[src/sv/t2wd_pkg.sv]
// Shared types and constants of the Type2 charstring width detector.
// No dependencies; every other file of the block refers to this package.
package t2wd_pkg;

  localparam int unsigned CFG_IDX_W  = 8;
  localparam int unsigned WIDTH_W    = 16;
  localparam int unsigned FIFO_DEPTH = 4;
  localparam int unsigned FIFO_PTR_W = $clog2(FIFO_DEPTH);
  localparam int unsigned FIFO_CNT_W = $clog2(FIFO_DEPTH + 1);

  // Configuration register indexes.
  localparam logic [CFG_IDX_W-1:0] CFG_NOMINAL = 8'd0;
  localparam logic [CFG_IDX_W-1:0] CFG_DEFAULT = 8'd1;

  // Byte codes of the charstring grammar.
  localparam logic [7:0] OP_HSTEM     = 8'd1;
  localparam logic [7:0] OP_VSTEM     = 8'd3;
  localparam logic [7:0] OP_VMOVETO   = 8'd4;
  localparam logic [7:0] OP_ENDCHAR   = 8'd14;
  localparam logic [7:0] OP_HSTEMHM   = 8'd18;
  localparam logic [7:0] OP_HINTMASK  = 8'd19;
  localparam logic [7:0] OP_CNTRMASK  = 8'd20;
  localparam logic [7:0] OP_RMOVETO   = 8'd21;
  localparam logic [7:0] OP_HMOVETO   = 8'd22;
  localparam logic [7:0] OP_VSTEMHM   = 8'd23;
  localparam logic [7:0] LEAD_SHORT   = 8'd28;
  localparam logic [7:0] LEAD_MIN_NUM = 8'd32;
  localparam logic [7:0] LEAD_POS2    = 8'd247;
  localparam logic [7:0] LEAD_NEG2    = 8'd251;
  localparam logic [7:0] LEAD_FIXED   = 8'd255;
  localparam logic [15:0] BIAS_ONE    = 16'd139;
  localparam logic [15:0] BIAS_TWO    = 16'd108;

  typedef enum logic [1:0] {
    PH_SCAN    = 2'd0,
    PH_OPERAND = 2'd1,
    PH_SKIP    = 2'd2
  } phase_e;

  typedef enum logic [1:0] {
    OC_WIDTH_OP = 2'd0,
    OC_OTHER_OP = 2'd1,
    OC_NO_OP    = 2'd2,
    OC_TRUNC    = 2'd3
  } outcome_e;

  // One decision made by the front end, waiting to be turned into a result.
  typedef struct packed {
    logic               found;
    outcome_e           outcome;
    logic [WIDTH_W-1:0] first;
  } event_t;

endpackage

[src/sv/t2wd_front.sv]
// Front end: parses charstring bytes and issues one decision per charstring.
// Depends on t2wd_pkg.
module t2wd_front (
  input  logic              clk_i,
  input  logic              rst_ni,
  input  logic              accept_i,
  input  logic [7:0]        data_byte_i,
  input  logic              last_byte_i,
  output logic              ev_valid_o,
  output t2wd_pkg::event_t  ev_o
);

  t2wd_pkg::phase_e phase_q, phase_d;
  logic [7:0]  lead_q, lead_d;
  logic [31:0] pend_q, pend_d;
  logic [2:0]  need_q, need_d;
  logic [1:0]  cnt_q, cnt_d;
  logic        odd_q, odd_d;
  logic [15:0] first_q, first_d;

  logic [31:0] pend_n;
  logic [2:0]  need_n;
  logic [1:0]  lead_ofs;
  logic [15:0] op_val;
  logic [15:0] one_val;
  logic [15:0] two_mag;
  logic [2:0]  lead_need;
  logic        is_num;
  logic        bearing;
  logic        found;
  logic        count_en;
  logic [15:0] count_val;
  logic        do_clear;

  // Value of a multi-byte operand finished by the current byte.
  always_comb begin
    pend_n   = {pend_q[23:0], data_byte_i};
    need_n   = (need_q != 3'd0) ? need_q - 3'd1 : 3'd0;
    // Lead bytes 247 and 251 both end in 2'b11, so adding one gives the
    // offset from the first lead byte of either range.
    lead_ofs = lead_q[1:0] + 2'd1;
    two_mag  = {6'd0, lead_ofs, data_byte_i} + t2wd_pkg::BIAS_TWO;
    op_val   = pend_n[31:16];
    if (lead_q == t2wd_pkg::LEAD_SHORT) begin
      op_val = pend_n[15:0];
    end else if (lead_q < t2wd_pkg::LEAD_NEG2) begin
      op_val = two_mag;
    end else if (lead_q != t2wd_pkg::LEAD_FIXED) begin
      op_val = 16'd0 - two_mag;
    end else if (pend_n[31] && (pend_n[15:0] != 16'd0)) begin
      // Negative fixed value with a fraction rounds up toward zero.
      op_val = pend_n[31:16] + 16'd1;
    end
  end

  always_comb begin
    one_val = {8'd0, data_byte_i} - t2wd_pkg::BIAS_ONE;
    is_num  = (data_byte_i >= t2wd_pkg::LEAD_MIN_NUM) ||
              (data_byte_i == t2wd_pkg::LEAD_SHORT);
    if (data_byte_i == t2wd_pkg::LEAD_SHORT) begin
      lead_need = 3'd2;
    end else if (data_byte_i == t2wd_pkg::LEAD_FIXED) begin
      lead_need = 3'd4;
    end else if (data_byte_i >= t2wd_pkg::LEAD_POS2) begin
      lead_need = 3'd1;
    end else begin
      lead_need = 3'd0;
    end
  end

  always_comb begin
    bearing = 1'b1;
    case (data_byte_i)
      t2wd_pkg::OP_HSTEM, t2wd_pkg::OP_VSTEM, t2wd_pkg::OP_HSTEMHM,
      t2wd_pkg::OP_VSTEMHM, t2wd_pkg::OP_HINTMASK, t2wd_pkg::OP_CNTRMASK,
      t2wd_pkg::OP_ENDCHAR: found = odd_q;
      t2wd_pkg::OP_RMOVETO: found = (cnt_q > 2'd2);
      t2wd_pkg::OP_HMOVETO, t2wd_pkg::OP_VMOVETO: found = (cnt_q > 2'd1);
      default: begin
        found   = 1'b0;
        bearing = 1'b0;
      end
    endcase
  end

  // Next state of the scan.
  always_comb begin
    phase_d   = phase_q;
    lead_d    = lead_q;
    pend_d    = pend_q;
    need_d    = need_q;
    cnt_d     = cnt_q;
    odd_d     = odd_q;
    first_d   = first_q;
    count_en  = 1'b0;
    count_val = one_val;
    do_clear  = 1'b0;
    if (accept_i) begin
      case (phase_q)
        t2wd_pkg::PH_SKIP: begin
          do_clear = last_byte_i;
        end
        t2wd_pkg::PH_OPERAND: begin
          pend_d = pend_n;
          need_d = need_n;
          if (need_n == 3'd0) begin
            count_en  = 1'b1;
            count_val = op_val;
            phase_d   = t2wd_pkg::PH_SCAN;
          end
          do_clear = last_byte_i;
        end
        default: begin
          if (is_num) begin
            if (lead_need == 3'd0) begin
              count_en = 1'b1;
            end else begin
              lead_d  = data_byte_i;
              pend_d  = 32'd0;
              need_d  = lead_need;
              phase_d = t2wd_pkg::PH_OPERAND;
            end
          end else begin
            phase_d = t2wd_pkg::PH_SKIP;
          end
          do_clear = last_byte_i;
        end
      endcase
    end
    if (count_en) begin
      if (cnt_q == 2'd0) begin
        first_d = count_val;
      end
      if (cnt_q != 2'd3) begin
        cnt_d = cnt_q + 2'd1;
      end
      odd_d = ~odd_q;
    end
    if (do_clear) begin
      phase_d = t2wd_pkg::PH_SCAN;
      lead_d  = 8'd0;
      pend_d  = 32'd0;
      need_d  = 3'd0;
      cnt_d   = 2'd0;
      odd_d   = 1'b0;
      first_d = 16'd0;
    end
  end

  // Decision issued by the current byte, if any.
  always_comb begin
    ev_valid_o   = 1'b0;
    ev_o.found   = 1'b0;
    ev_o.outcome = t2wd_pkg::OC_NO_OP;
    ev_o.first   = first_q;
    if (accept_i) begin
      case (phase_q)
        t2wd_pkg::PH_SKIP: begin
          ev_valid_o = 1'b0;
        end
        t2wd_pkg::PH_OPERAND: begin
          ev_valid_o = last_byte_i;
          if (need_n != 3'd0) begin
            ev_o.outcome = t2wd_pkg::OC_TRUNC;
          end
        end
        default: begin
          if (is_num) begin
            ev_valid_o = last_byte_i;
            if (lead_need != 3'd0) begin
              ev_o.outcome = t2wd_pkg::OC_TRUNC;
            end
          end else begin
            ev_valid_o   = 1'b1;
            ev_o.found   = found;
            ev_o.outcome = bearing ? t2wd_pkg::OC_WIDTH_OP : t2wd_pkg::OC_OTHER_OP;
          end
        end
      endcase
    end
  end

  always_ff @(posedge clk_i or negedge rst_ni) begin
    if (!rst_ni) begin
      phase_q <= t2wd_pkg::PH_SCAN;
      lead_q  <= 8'd0;
      pend_q  <= 32'd0;
      need_q  <= 3'd0;
      cnt_q   <= 2'd0;
      odd_q   <= 1'b0;
      first_q <= 16'd0;
    end else begin
      phase_q <= phase_d;
      lead_q  <= lead_d;
      pend_q  <= pend_d;
      need_q  <= need_d;
      cnt_q   <= cnt_d;
      odd_q   <= odd_d;
      first_q <= first_d;
    end
  end

endmodule

[src/sv/t2wd_fifo.sv]
// Short decision queue between the front end and the back end.
// Depends on t2wd_pkg.
module t2wd_fifo (
  input  logic              clk_i,
  input  logic              rst_ni,
  input  logic              wr_i,
  input  t2wd_pkg::event_t  wdata_i,
  input  logic              rd_i,
  output t2wd_pkg::event_t  rdata_o,
  output logic              full_o,
  output logic              empty_o
);

  t2wd_pkg::event_t mem_q [t2wd_pkg::FIFO_DEPTH];
  logic [t2wd_pkg::FIFO_PTR_W-1:0] wptr_q, wptr_d, rptr_q, rptr_d;
  logic [t2wd_pkg::FIFO_CNT_W-1:0] cnt_q, cnt_d;
  logic do_wr, do_rd;

  assign full_o  = (cnt_q == t2wd_pkg::FIFO_CNT_W'(t2wd_pkg::FIFO_DEPTH));
  assign empty_o = (cnt_q == '0);
  assign do_wr   = wr_i && !full_o;
  assign do_rd   = rd_i && !empty_o;
  assign rdata_o = mem_q[rptr_q];

  always_comb begin
    wptr_d = do_wr ? wptr_q + t2wd_pkg::FIFO_PTR_W'(1) : wptr_q;
    rptr_d = do_rd ? rptr_q + t2wd_pkg::FIFO_PTR_W'(1) : rptr_q;
    cnt_d  = cnt_q;
    if (do_wr && !do_rd) begin
      cnt_d = cnt_q + t2wd_pkg::FIFO_CNT_W'(1);
    end else if (do_rd && !do_wr) begin
      cnt_d = cnt_q - t2wd_pkg::FIFO_CNT_W'(1);
    end
  end

  always_ff @(posedge clk_i or negedge rst_ni) begin
    if (!rst_ni) begin
      wptr_q <= '0;
      rptr_q <= '0;
      cnt_q  <= '0;
    end else begin
      wptr_q <= wptr_d;
      rptr_q <= rptr_d;
      cnt_q  <= cnt_d;
    end
  end

  always_ff @(posedge clk_i) begin
    if (do_wr) begin
      mem_q[wptr_q] <= wdata_i;
    end
  end

endmodule

[src/sv/t2wd_back.sv]
// Back end: holds the width registers and turns decisions into results.
// Depends on t2wd_pkg.
module t2wd_back (
  input  logic                           clk_i,
  input  logic                           rst_ni,
  input  logic                           cfg_we_i,
  input  logic [t2wd_pkg::CFG_IDX_W-1:0] cfg_index_i,
  input  logic [15:0]                    cfg_data_i,
  input  logic                           ev_avail_i,
  input  t2wd_pkg::event_t               ev_i,
  output logic                           ev_take_o,
  input  logic                           pop_i,
  output logic                           out_valid_o,
  output logic [15:0]                    advance_o,
  output logic                           width_found_o,
  output logic [1:0]                     outcome_o
);

  logic [15:0] nominal_q, default_q;
  logic        valid_q, valid_d;
  logic [15:0] adv_q, adv_d;
  logic        found_q;
  t2wd_pkg::outcome_e outc_q;

  // A new result loads when the output stage is free or being emptied.
  assign ev_take_o = ev_avail_i && (!valid_q || pop_i);
  assign adv_d     = ev_i.found ? nominal_q + ev_i.first : default_q;

  always_comb begin
    valid_d = valid_q;
    if (ev_take_o) begin
      valid_d = 1'b1;
    end else if (pop_i) begin
      valid_d = 1'b0;
    end
  end

  always_ff @(posedge clk_i or negedge rst_ni) begin
    if (!rst_ni) begin
      nominal_q <= 16'd0;
      default_q <= 16'd0;
      valid_q   <= 1'b0;
    end else begin
      valid_q <= valid_d;
      if (cfg_we_i && (cfg_index_i == t2wd_pkg::CFG_NOMINAL)) begin
        nominal_q <= cfg_data_i;
      end
      if (cfg_we_i && (cfg_index_i == t2wd_pkg::CFG_DEFAULT)) begin
        default_q <= cfg_data_i;
      end
    end
  end

  always_ff @(posedge clk_i) begin
    if (ev_take_o) begin
      adv_q   <= adv_d;
      found_q <= ev_i.found;
      outc_q  <= ev_i.outcome;
    end
  end

  assign out_valid_o   = valid_q;
  assign advance_o     = adv_q;
  assign width_found_o = found_q;
  assign outcome_o     = outc_q;

endmodule

[src/sv/type2_charstring_width_detect.sv]
// Top level of the Type2 charstring advance-width detector.
// Depends on t2wd_pkg, t2wd_front, t2wd_fifo and t2wd_back.
//
// Charstring bytes enter on a queue-style write side: a beat is taken at a
// rising edge with push high and full low; data_byte_i carries the byte and
// last_byte_i marks the final byte of a charstring. One beat per cycle is
// sustained while full is low. While empty is low the oldest result sits on
// advance_o, width_found_o and outcome_o; it is taken at a rising edge with
// pop high. Each charstring gives one result, at its first operator byte or
// at its final byte, whichever comes first; bytes after the decision are
// dropped. A four-entry decision queue and a one-entry output register
// decouple the parser from the reader: a stalled reader fills both before
// full rises, and full has no combinational path from pop. Width registers
// are written through cfg_valid_i/cfg_ready_o; the user must write them
// only while the block is idle, which the block itself does not enforce:
// cfg_ready_o is always high. Index 0 is the nominal width, index 1 the
// default width; other indexes are ignored. Reset clears the parser, the
// queue, the output register and both width registers.
module type2_charstring_width_detect (
  input  logic                           clk_i,
  input  logic                           rst_ni,
  input  logic                           push,
  output logic                           full,
  input  logic [7:0]                     data_byte_i,
  input  logic                           last_byte_i,
  output logic                           empty,
  input  logic                           pop,
  output logic [15:0]                    advance_o,
  output logic                           width_found_o,
  output logic [1:0]                     outcome_o,
  input  logic                           cfg_valid_i,
  output logic                           cfg_ready_o,
  input  logic [t2wd_pkg::CFG_IDX_W-1:0] cfg_index_i,
  input  logic [15:0]                    cfg_data_i
);

  logic             in_accept;
  logic             ev_valid;
  t2wd_pkg::event_t ev_front;
  t2wd_pkg::event_t ev_queue;
  logic             q_full;
  logic             q_empty;
  logic             q_take;
  logic             out_valid;

  // The queue must have a free entry before a byte is taken, since any byte
  // may turn out to be the deciding one.
  assign full        = q_full;
  assign in_accept   = push && !q_full;
  assign cfg_ready_o = 1'b1;
  assign empty       = !out_valid;

  t2wd_front u_front (
    .clk_i       (clk_i),
    .rst_ni      (rst_ni),
    .accept_i    (in_accept),
    .data_byte_i (data_byte_i),
    .last_byte_i (last_byte_i),
    .ev_valid_o  (ev_valid),
    .ev_o        (ev_front)
  );

  t2wd_fifo u_fifo (
    .clk_i   (clk_i),
    .rst_ni  (rst_ni),
    .wr_i    (ev_valid),
    .wdata_i (ev_front),
    .rd_i    (q_take),
    .rdata_o (ev_queue),
    .full_o  (q_full),
    .empty_o (q_empty)
  );

  t2wd_back u_back (
    .clk_i         (clk_i),
    .rst_ni        (rst_ni),
    .cfg_we_i      (cfg_valid_i && cfg_ready_o),
    .cfg_index_i   (cfg_index_i),
    .cfg_data_i    (cfg_data_i),
    .ev_avail_i    (!q_empty),
    .ev_i          (ev_queue),
    .ev_take_o     (q_take),
    .pop_i         (pop),
    .out_valid_o   (out_valid),
    .advance_o     (advance_o),
    .width_found_o (width_found_o),
    .outcome_o     (outcome_o)
  );

endmodule

[config.mk]
export PLATFORM = sky130hd
export DESIGN_NAME = type2_charstring_width_detect
export DESIGN_NICKNAME = d
export VERILOG_FILES = /design/src/sv/t2wd_pkg.sv /design/src/sv/t2wd_front.sv /design/src/sv/t2wd_fifo.sv /design/src/sv/t2wd_back.sv /design/src/sv/type2_charstring_width_detect.sv
export SDC_FILE = /design/constraint.sdc
export NUM_CORES = 1
export LEC_CHECK = 0
export ABC_CLOCK_PERIOD_IN_PS = 4710
export BUFFER_PORTS_ARGS = -buffer_cell sky130_fd_sc_hd__buf_2
export CAP_MARGIN = 40
export CORE_MARGIN = 8
export CORE_UTILIZATION = 50
export DETAILED_ROUTE_END_ITERATION = 12
export GPL_TIMING_DRIVEN = 0
export PLACE_DENSITY_LB_ADDON = 0.15
export SYNTH_ARGS = -nofsm -noshare
export SYNTH_HDL_FRONTEND = slang
export SYNTH_SLANG_ARGS = --single-unit
[constraint.sdc]
create_clock -name clk_i -period 4.71 [get_ports clk_i]
set_input_delay 0.2355 -clock clk_i [delete_from_list [all_inputs] [get_ports clk_i]]
set_output_delay 0.2355 -clock clk_i [all_outputs]
set_load 0.01 [all_outputs]
Word level (Yosys, flattened, before mapping)
Memories as Yosys holds them, arrays and structs flattened.
Cells that the tools add are included.
- flip-flop bits (word level): 115
- memory bits (writable): 76
- input bits: 38
- memories kept: 1
- add/sub/neg operators: 12
- order comparisons: 5
- equality and inequality tests: 25
- muxes and demuxes: 66
- bitwise logic cells: 1
- reductions and logical operators: 42
- memory list (name ; depth ; width ; rd ports ; clocked after memory_dff ; wr ports ; RTL line ; source):
    u_fifo.mem_q ; 4 ; 19 ; 1 ; 0 ; 1 ; t2wd_fifo.sv:14 ; t2wd_pkg::event_t mem_q [t2wd_pkg::FIFO_DEPTH];
- operators by type and width (operator ; count):
    16-bit two-way mux ; 11
    24-bit two-way mux ; 4
    8-bit by 5-bit equality test with 1-bit output, second input constant ; 8
    24-bit case mux with 2 select lines ; 1
    8-bit two-way mux ; 5
    3-bit two-way mux ; 10
    1-bit two-way mux ; 20
    2-bit two-way mux ; 9
    16-bit by 1-bit adder with 16-bit output, second input constant ; 1
    16-bit adder ; 1
    8-bit by 1-bit equality test with 1-bit output, second input constant ; 2
    16-bit nonzero test ; 1
    1-bit by 16-bit subtractor with 16-bit output, first input constant ; 1
    2-bit nonzero test ; 7
    4-bit AND reduction ; 3
    3-bit nonzero test ; 4
    10-bit by 7-bit adder with 11-bit output, second input constant ; 1
    10-bit OR reduction ; 1
    1-bit logical AND ; 9
    3-bit logical NOT ; 3
    8-bit by 8-bit subtractor with 9-bit output, second input constant ; 1
    2-bit by 1-bit adder with 2-bit output, second input constant ; 4
    8-bit by 2-bit equality test with 1-bit output, second input constant ; 1
    8-bit by 3-bit equality test with 1-bit output, second input constant ; 1
    other kinds (30) ; 42

Logic depth before layout (Yosys ltp)
Gate-level depths: netlist of run 1.
- word-level depth: 12
- depth in mapped cells: 13
- depth with buffers taken out: 13

Modules after synthesis
Synthesis of run 1 repeated with hierarchy kept, for this count alone.
- cell total of the unflattened synthesis: 884
- area, all modules: 10382.5 µm²
- by module, submodules not included (module ; instances ; cells an instance ; area an instance (µm²)):
    t2wd_front ; 1 ; 518 ; 4398.0
    t2wd_fifo ; 1 ; 136 ; 3166.8
    t2wd_back ; 1 ; 225 ; 2785.2
    type2_charstring_width_detect ; 1 ; 5 ; 32.5

Least setup slack after synthesis of run 1
OpenSTA, ideal clock, no wires.
- kind: reg-to-reg
- start: reg u_fifo.rptr_q[0] (netlist bit)
- end: reg u_back.adv_q[14], in the netlist u_back.advance_o[14] (data pin)
- setup time: 262 ps
- arrival: 3080 ps
- setup slack: 1368 ps
- cell stages (with the launch flop): 10
- buffers on the path: 2
- period minus slack after synthesis: 3342 ps
- cells stage by stage: dfrtp_1 > buf_2 > buf_2 > mux4_2 > ha_1 > a211oi_1 > a21oi_1 > a2111oi_1 > mux2i_1 > nand3_1
- word-level cells in the longest chain between the ends: 3
- ends and longest elaborated chain (what ; RTL line ; source):
    start: declaration ; t2wd_fifo.sv:15 ; logic [t2wd_pkg::FIFO_PTR_W-1:0] wptr_q, wptr_d, rptr_q, rptr_d;
    start signal: assignment ; t2wd_fifo.sv:43 ; rptr_q <= rptr_d;
    memory read 4 x 19 bit * ; -- ;
    16-bit adder ; t2wd_back.sv:27 ; assign adv_d = ev_i.found ? nominal_q + ev_i.first : default_q;
    16-bit two-way mux * ; t2wd_back.sv:27 ;
    via u_back.adv_d[14] ; t2wd_back.sv:21 ; logic [15:0] adv_q, adv_d;
    end signal: assignment ; t2wd_back.sv:56 ; adv_q <= adv_d;
    end: declaration ; t2wd_back.sv:21 ;
The timed path passes the listed nets; every way through them passes the cells marked *.
A chain may end at the register's enable or synchronous reset.

Worst setup path after layout of run 1
- start: reg u_fifo.rptr_q[1] (netlist bit)
- end: reg u_back.adv_q[14], in the netlist u_back.advance_o[14] (data pin)
The elaborated chain is that of the path after synthesis.

==> results of run 1 <==
## logic make-up after synthesis
group / Yosys count / share of synthesized area
AO/OA/AOI/OAI: 212 / 0.135
XOR/XNOR: 38 / 0.0338
adder cells (fa/ha/maj): 42 / 0.0537
buffers and inverters: 72 / 0.0325
flip-flops: 191 / 0.522
multiplexers: 61 / 0.0874
other: 1 / 0.000373
AND/OR/NAND/NOR: 269 / 0.135
## critical path: cells and delay by family, from the launching register on
kind,cells,cell delay [ps]
compound gates,3,1250
mux,2,680
buf+inv,2,1050
simple gates,1,80
flops,1,390
fa+ha+maj,1,350
## worst min path at each step
stage                              start                    to  slack, ps  depth (start not counted)
after floorplan                   rst_ni   u_back.default_q[0]        -60                          0
after global placement               pop    u_back.out_valid_o        430                          2
after detailed placement          rst_ni     u_front.lead_q[6]        230                          1
after CTS                  cfg_data_i[1]   u_back.nominal_q[1]         20                          3
after global routing      cfg_data_i[13]  u_back.default_q[13]         30                          2
final                     cfg_data_i[13]  u_back.default_q[13]         30                          2
## per-layer routing
layer / up-vias / part of all wire / track usage
met5: - / 0 / 0
met1: 3423 / 0.43 / 0.239
met4: 0 / 0.030 / 0.0834
met3: 44 / 0.055 / 0.0393
met2: 209 / 0.48 / 0.331
li1: 3426 / - / -
## layout by cell type (no fill, tap or decap), types with 5 or more instances in the layout
cell         n
nand2_1    117
dfrtp_1     96
edfxtp_1    95
buf_2       70
o21ai_0     68
ha_1        40
a21oi_1     37
nor2_1      36
mux2_2      35
inv_1       32
nand3_1     28
o21ai_1     22
xnor2_1     21
mux4_2      18
clkbuf_1    17
clkbuf_16   17
xor2_1      16
nor3_1      13
a21o_1      11
o31ai_1      9
mux2i_1      8
and3_1       8
nand4_1      8
a31oi_1      8
a211oi_1     6
and2_1       6
buf_4        5
nor2b_1      5
inv_6        5
## state kept, by name (all words and copies together) (netlist names), 2 cells and up
name	flops
u_fifo.mem_q	76
u_front.pend_q	24
u_back.advance_o	16
u_back.default_q	16
u_back.nominal_q	16
u_front.first_q	16
u_front.lead_q	8
u_fifo.cnt_q	3
u_front.need_q	3
u_back.outcome_o	2
u_fifo.rptr_q	2
u_fifo.wptr_q	2
u_front.cnt_q	2
u_front.phase_q	2
## area by class of cell
| class | instances | area [µm²] |
|---|---|---|
| clock inverter | 14 | 148 |
| sequential | 191 | 5260 |
| fill | 1726 | 8560 |
| buffer | 39 | 203 |
| inverter | 33 | 124 |
| clock buffer | 18 | 429 |
| multi-input combinational | 623 | 4480 |
| timing repair buffer | 65 | 438 |
| tap | 270 | 338 |
## what timing repair did
action | CTS | global route
endpoints found under the hold margin | 36 | 0
buffers inserted | 0 | 0
hold buffers | 2 | 0
## through the flow
stage / util / total power [mW] / hold WS, ps / cell area, µm²
after floorplan: - / 3.71 / -60.1 / 10100
after global placement: 0.535 / 4.23 / 431 / 10700
after detailed placement: 0.542 / 4.29 / 233 / 10800
after CTS: 0.572 / 5.70 / 15.7 / 11400
after global routing: 0.572 / 5.98 / 27.8 / 11400
final: 0.572 / 5.65 / 29.0 / 11400
## power groups by stage
stage | sequential, mW | combinational [mW] | clock (mW)
floorplan | 2.43 | 1.28 | 0
global placement | 2.44 | 1.79 | 0
detailed placement | 2.45 | 1.84 | 0
CTS | 2.42 | 1.86 | 1.43
global route | 2.46 | 2.03 | 1.49
finish | 2.41 | 1.83 | 1.40
==> Flow_metrics.wiki, run 1 <==
{| class="wikitable"
! Metric !! Value
|-
| Yosys top cell by area || edfxtp_1
|-
| Maximum single-stage delay on the critical path || ~570 ps
|-
| Cell row count || 52
|-
| Bufs on Longest Clock Path || 2
|-
| Synthesized Nets || 966
|-
| Die boundary height || 158 µm
|-
| Part of the Yosys area used for sequential elements || 0.522
|-
| Fin. max-slew vios || 0
|-
| Leakage power of the design || 4.62 nW
|-
| Outcome || complete, no violations
|-
| Wire length of the first global-routing pass || 37.5 mm
|-
| Part of the total power dissipated in the clock network || 0.248
|-
| Via count of the first global-routing pass || about 7000
|-
| Start point of the critical path || u_fifo.rptr_q[1]
|-
| TritonCTS clock tree || built
|-
| Pre-CTS worst setup slack || about 680 ps
|-
| Most frequent cell after synthesis || nand2_1
|-
| Sequential cell fraction of total power || 0.428
|-
| Avg Vias per Cell || 5.67
|-
| Total setup violations reported at the end of the flow || 0
|-
| R2r setup slk || approximately 650 ps
|-
| Worst setup path category || flip-flop to flip-flop
|-
| Reg-to-reg endpoint || u_back.advance_o[14]
|-
| Total Nets Final || 1050
|-
| Total Die Area || 24900 µm²
|-
| Data required time of the worst path || 4910 ps
|-
| Capturing element type of the critical path || flip-flop
|-
| Yosys reg bits || 191
|-
| Proportion of netlist area held by the largest area contributor || 0.284
|-
| RSZ-0062 raised after global routing || no
|-
| Initial core utilization || 0.504
|-
| CTS H-tree depth || 4
|-
| Critical path endpoint || u_back.advance_o[14]
|-
| WL final || ~23 mm
|-
| Grt total ovfl || 0
|-
| Total vias in the final route || 7102
|-
| Switching power of the nets || 1.97 mW
|-
| Highest fanout seen on the critical path || 10
|-
| Distinct cell type count after synthesis || between 80 and 90
|-
| Fraction of layout cells with a size suffix above 1 || 0.204
|-
| Largest net degree at the start of global routing || 62
|-
| Slew Limit Headroom || 0.466
|-
| Synth top cells by count || nand2_1 (117), dfrtp_1 (96), edfxtp_1 (95), o21ai_0 (68), ha_1 (40)
|-
| Final worst path period share || 0.861
|-
| Relative area change from synthesis to final layout || 13.5%
|-
| Iteration-0 DRC count of the detailed router || 461
|-
| Wire length per cell after detailed routing || 18.6 µm
|-
| Share of synthesized registers carrying an async set or reset || 0.503
|-
| Boundary pin count || 60
|-
| Clk Latency, worst-skew pair || around 440 ps
|-
| Aggregate negative setup slack || 0 ps
|-
| Startpoint of the most critical register-to-register path || u_fifo.rptr_q[1]
|-
| Total of warnings raised by yosys || 0
|-
| Max rail drop VDD || 0.000309 V
|-
| Width of the die || 158 µm
|-
| Sinks on Clock Net || 191
|-
| Core footprint || 20000 µm²
|-
| First drt pass iteration count || 5
|-
| Number of diodes || 0
|-
| Initial antenna violation count || 0
|-
| Final count of hold timing violations || 0
|-
| Worst setup SP type || flip-flop
|-
| Root cell of the clock tree || clkbuf_16
|-
| Overall track demand over capacity in global routing || 0.195
|-
| Post-synth EDFFs || 95
|-
| Internal power of the cells || approximately 3.7 mW
|-
| Setup slack after layout || 654 ps
|-
| Setup clock skew after layout || 15.0 ps
|-
| Slowest stage cell, crit path || a2111oi_1
|-
| Post-Layout Cell Count || 1253
|-
| Pwr per Cell Area || 495 nW/µm²
|-
| Number of port buffers || 56
|-
| Post-cts resize count || 0
|-
| Worst reg-to-reg path cell count || 9
|-
| F_max || 247 MHz
|-
| Routed Antenna Nets || 0
|-
| Critical path cell sequence || buf_1 -> clkbuf_1 -> mux4_2 -> ha_1 -> a211oi_1 -> a21oi_1 -> a2111oi_1 -> mux2i_1 -> nand3_1
|-
| CP arrival || 4250 ps
|-
| HPWL Detailed || ~17 mm
|-
| Reported max-cap violation count || 0
|-
| DRC violation count after routing || 0
|-
| Commonest register cell after synthesis || dfrtp_1
|-
| Post-synthesis instance total || 886
|-
| Clock buffer count from CTS || 17
|-
| # placed instances || 1219
|-
| Shortest clock period the worst path allows after layout || 4060 ps
|-
| Synth top area cells || edfxtp_1 (28%), dfrtp_1 (24%), ha_1 (5.0%)
|-
| Min-delay worst type || input port to flip-flop
|-
| Synth Cell Area || 10100 µm²
|-
| Share of total power consumed by net switching || 0.349
|-
| Fraction of power consumed by combinational cells || 0.325
|-
| Mean instance size in the synthesized netlist || 11.4 µm²
|-
| Clk pin slew, worst setup/hold paths || approximately 70 ps
|-
| Worst-Margin Slew || between 700 and 800 ps
|-
| Routability Congestion || 0.916
|}
(Power assumes the default switching activity.)
==> inputs of run 2 (changes only) <==
--- a/config.mk
+++ b/config.mk
@@ -6,11 +6,11 @@
 export NUM_CORES = 1
 export LEC_CHECK = 0
 export ABC_CLOCK_PERIOD_IN_PS = 4710
-export BUFFER_PORTS_ARGS = -buffer_cell sky130_fd_sc_hd__buf_2
 export CAP_MARGIN = 40
 export CORE_MARGIN = 8
 export CORE_UTILIZATION = 50
 export DETAILED_ROUTE_END_ITERATION = 12
+export DONT_BUFFER_PORTS = 1
 export GPL_TIMING_DRIVEN = 0
 export PLACE_DENSITY_LB_ADDON = 0.15
 export SYNTH_ARGS = -nofsm -noshare
==> Flow_metrics.wiki, run 2 (synthesis results as in run 1) <==
{| class="wikitable"
! Metric !! Value
|-
| Outcome || complete, no violations
|-
| Overall track demand over capacity in global routing || 0.195 (-0.000767)
|-
| Routed Antenna Nets || 0 (unchanged)
|-
| Root cell of the clock tree || clkbuf_16
|-
| Max rail drop VDD || 0.000274 V (-11%)
|-
| Total Die Area || 24900 µm² (unchanged)
|-
| Total setup violations reported at the end of the flow || 0 (unchanged)
|-
| Post-place instance area || 10500 µm² (-2.8%)
|-
| Reported max-cap violation count || 0 (unchanged)
|-
| Post-CTS Setup Repair Bufs || 0 (unchanged)
|-
| Grt total ovfl || 0 (unchanged)
|-
| Core footprint || 20000 µm² (unchanged)
|-
| Commonest cells after routing, fill and taps aside || nand2_1 (117), dfrtp_1 (96), edfxtp_1 (95)
|-
| Highest fanout seen on the critical path || 10 (unchanged)
|-
| Number of port buffers || 0 (-100%)
|-
| Bufs on Longest Clock Path || 2 (unchanged)
|-
| Iteration-0 DRC count of the detailed router || 475 (+3.0%)
|-
| Final worst path period share || 0.880 (+0.0188)
|-
| Width of the die || 158 µm (unchanged)
|-
| RSZ-0062 raised after global routing || no
|-
| Leakage power of the design || 4.49 nW (-2.7%)
|-
| Relative area change from synthesis to final layout || 12.8%
|-
| Flip-flop count of the largest register, all copies and words added || 76 (unchanged)
|-
| Clock buffer count from CTS || 17 (unchanged)
|-
| Slew Limit Headroom || 0.487 (+0.0209)
|-
| Sinks on Clock Net || 191 (unchanged)
|-
| Wire length per cell after detailed routing || 19.2 µm (+3.2%)
|-
| Cell row count || 52 (unchanged)
|-
| Data required time of the worst path || 4900 ps (about the same)
|-
| Aggregate negative setup slack || 0 ps (unchanged)
|-
| Die boundary height || 158 µm (unchanged)
|-
| Setup clock skew after layout || 15.2 ps (+0.239 ps)
|-
| Avg Vias per Cell || 5.69 (+0.47%)
|-
| CP arrival || 4330 ps (+80 ps)
|-
| Worst-Margin Slew || 766 ps (-31.3 ps)
|-
| Initial antenna violation count || 0 (unchanged)
|-
| Total vias in the final route || 6925 (-2.5%)
|-
| Maximum single-stage delay on the critical path || 600 ps (+30 ps)
|-
| Routability Congestion || 0.964 (+5.3%)
|-
| HPWL Detailed || 17.2 mm (+0.40%)
|-
| Worst setup path category || flip-flop to flip-flop
|-
| Final count of hold timing violations || 0 (unchanged)
|-
| WL final || 23.3 mm (+0.15%)
|-
| Total Nets Final || 1013 (-3.5%)
|-
| Cell family contributing the most delay on the critical path || compound AO/OA/AOI/OAI gates
|-
| Initial core utilization || 0.504 (unchanged)
|-
| Pwr per Cell Area || 495 nW/µm² (+0.19%)
|-
| CTS H-tree depth || 4 (unchanged)
|-
| Largest reg by FF count || u_fifo.mem_q
|-
| Fill cell instance count of the final layout || 1726 (unchanged)
|-
| F_max || 241 MHz (-2.1%)
|-
| Largest net degree at the start of global routing || 97 (+56%)
|-
| Clk Latency, worst-skew pair || 430 ps (about the same)
|-
| Critical path cell sequence || buf_1 -> clkbuf_1 -> mux4_2 -> ha_1 -> a211oi_1 -> a21oi_1 -> a2111oi_1 -> mux2i_1 -> nand3_1
|-
| Most common cell after layout, fill and taps aside || nand2_1
|-
| Critical path buffer and inverter count || 2 (unchanged)
|-
| Wire length of the first global-routing pass || 37.4 mm (-0.18%)
|-
| Min-delay worst type || input port to flip-flop
|-
| First drt pass iteration count || 5 (unchanged)
|-
| Worst setup SP type || flip-flop
|-
| Capturing element type of the critical path || flip-flop
|-
| Fin. max-slew vios || 0 (unchanged)
|-
| Final design area excluding fillers || 11400 µm² (-0.58%)
|-
| Worst reg-to-reg path cell count || 9 (unchanged)
|-
| Number of diodes || 0 (unchanged)
|-
| Boundary pin count || 60 (unchanged)
|-
| Slowest stage cell, crit path || a2111oi_1
|-
| Clk pin slew, worst setup/hold paths || 80 ps (about the same)
|-
| Fraction of layout cells with a size suffix above 1 || 0.154 (-0.0501)
|-
| Stages on worst setup path || 9 (unchanged)
|-
| Shortest clock period the worst path allows after layout || 4140 ps (+88.6 ps)
|-
| Number of cells on the worst hold path || 2 (unchanged)
|-
| DRC violation count after routing || 0 (unchanged)
|-
| Post-cts resize count || 0 (unchanged)
|-
| Via count of the first global-routing pass || 6930 (-1.5%)
|-
| TritonCTS clock tree || built
|-
| Registers with the most flip-flops || u_fifo.mem_q: 76 flops, u_front.pend_q: 24 flops
|}
-- run 2: area by class of cell --
cell class,count,area (µm²),area share
plain buffers,39,203,0.0179
clock buffers,17,425,0.0375
clock inverters,15,165,0.0145
inverters,33,124,0.0109
multi-input cells,623,4480,0.395
flip-flops and latches,191,5260,0.463
well taps,270,338,0.0298
repair buffers,28,358,0.0315
-- run 2: routing by layer --
layer	vias to the layer above	part of all wire	wire, µm	GRT usage
li1	3352	-	-	-
met1	3371	0.44	10200	0.242
met2	170	0.50	11500	0.335
met3	32	0.046	1060	0.0333
met4	0	0.022	523	0.0689
met5	-	0	0	0
-- run 2: worst paths after layout --
path,from,endpoint,slack (ps)
min in group asynchronous,rst_ni,u_front.phase_q[0],380
worst max register to register,u_fifo.rptr_q[1],u_back.advance_o[14],570
max in group asynchronous,rst_ni,u_back.default_q[1],3920
worst min register to register,u_fifo.cnt_q[2],u_fifo.cnt_q[2],490
worst min-delay path,data_byte_i[0],u_front.lead_q[0],40
worst max-delay path,u_fifo.rptr_q[1],u_back.advance_o[14],570
-- run 2: worst reg2reg max path: stages (launching register included) --
cell and delay (ps):
dfrtp_1 390, buf_1 500, clkbuf_1 550, mux4_2 420
ha_1 360, a211oi_1 530, a21oi_1 230, a2111oi_1 600
mux2i_1 260, nand3_1 90
-- run 2: what timing repair did --
item,in CTS,in global routing
hold buffers,22,0
hold endpoints to repair,132,0
endpoints found under the setup margin,0,0
-- run 2: where the power goes --
part,leakage [nW],switching (mW),internal (mW)
Clock,0.293,0.685,0.758
Sequential,2.17,0.272,2.20
Combinational,2.02,0.984,0.722
Total,4.49,1.94,3.68
-- run 2: stage by stage --
stage / util / worst slack [ps] / power [mW] / instances / hold WS (ps)
final: 0.568 / 566 / 5.62 / 1216 / 42.5
after CTS: 0.568 / 531 / 5.68 / 1216 / 28.0
after global placement: 0.521 / 565 / 4.13 / 1156 / -55.0
after floorplan: - / 1370 / 3.71 / 886 / -60.1
after detailed placement: 0.527 / 585 / 4.19 / 1162 / -55.2
after global routing: 0.568 / 246 / 5.96 / 1216 / 36.6
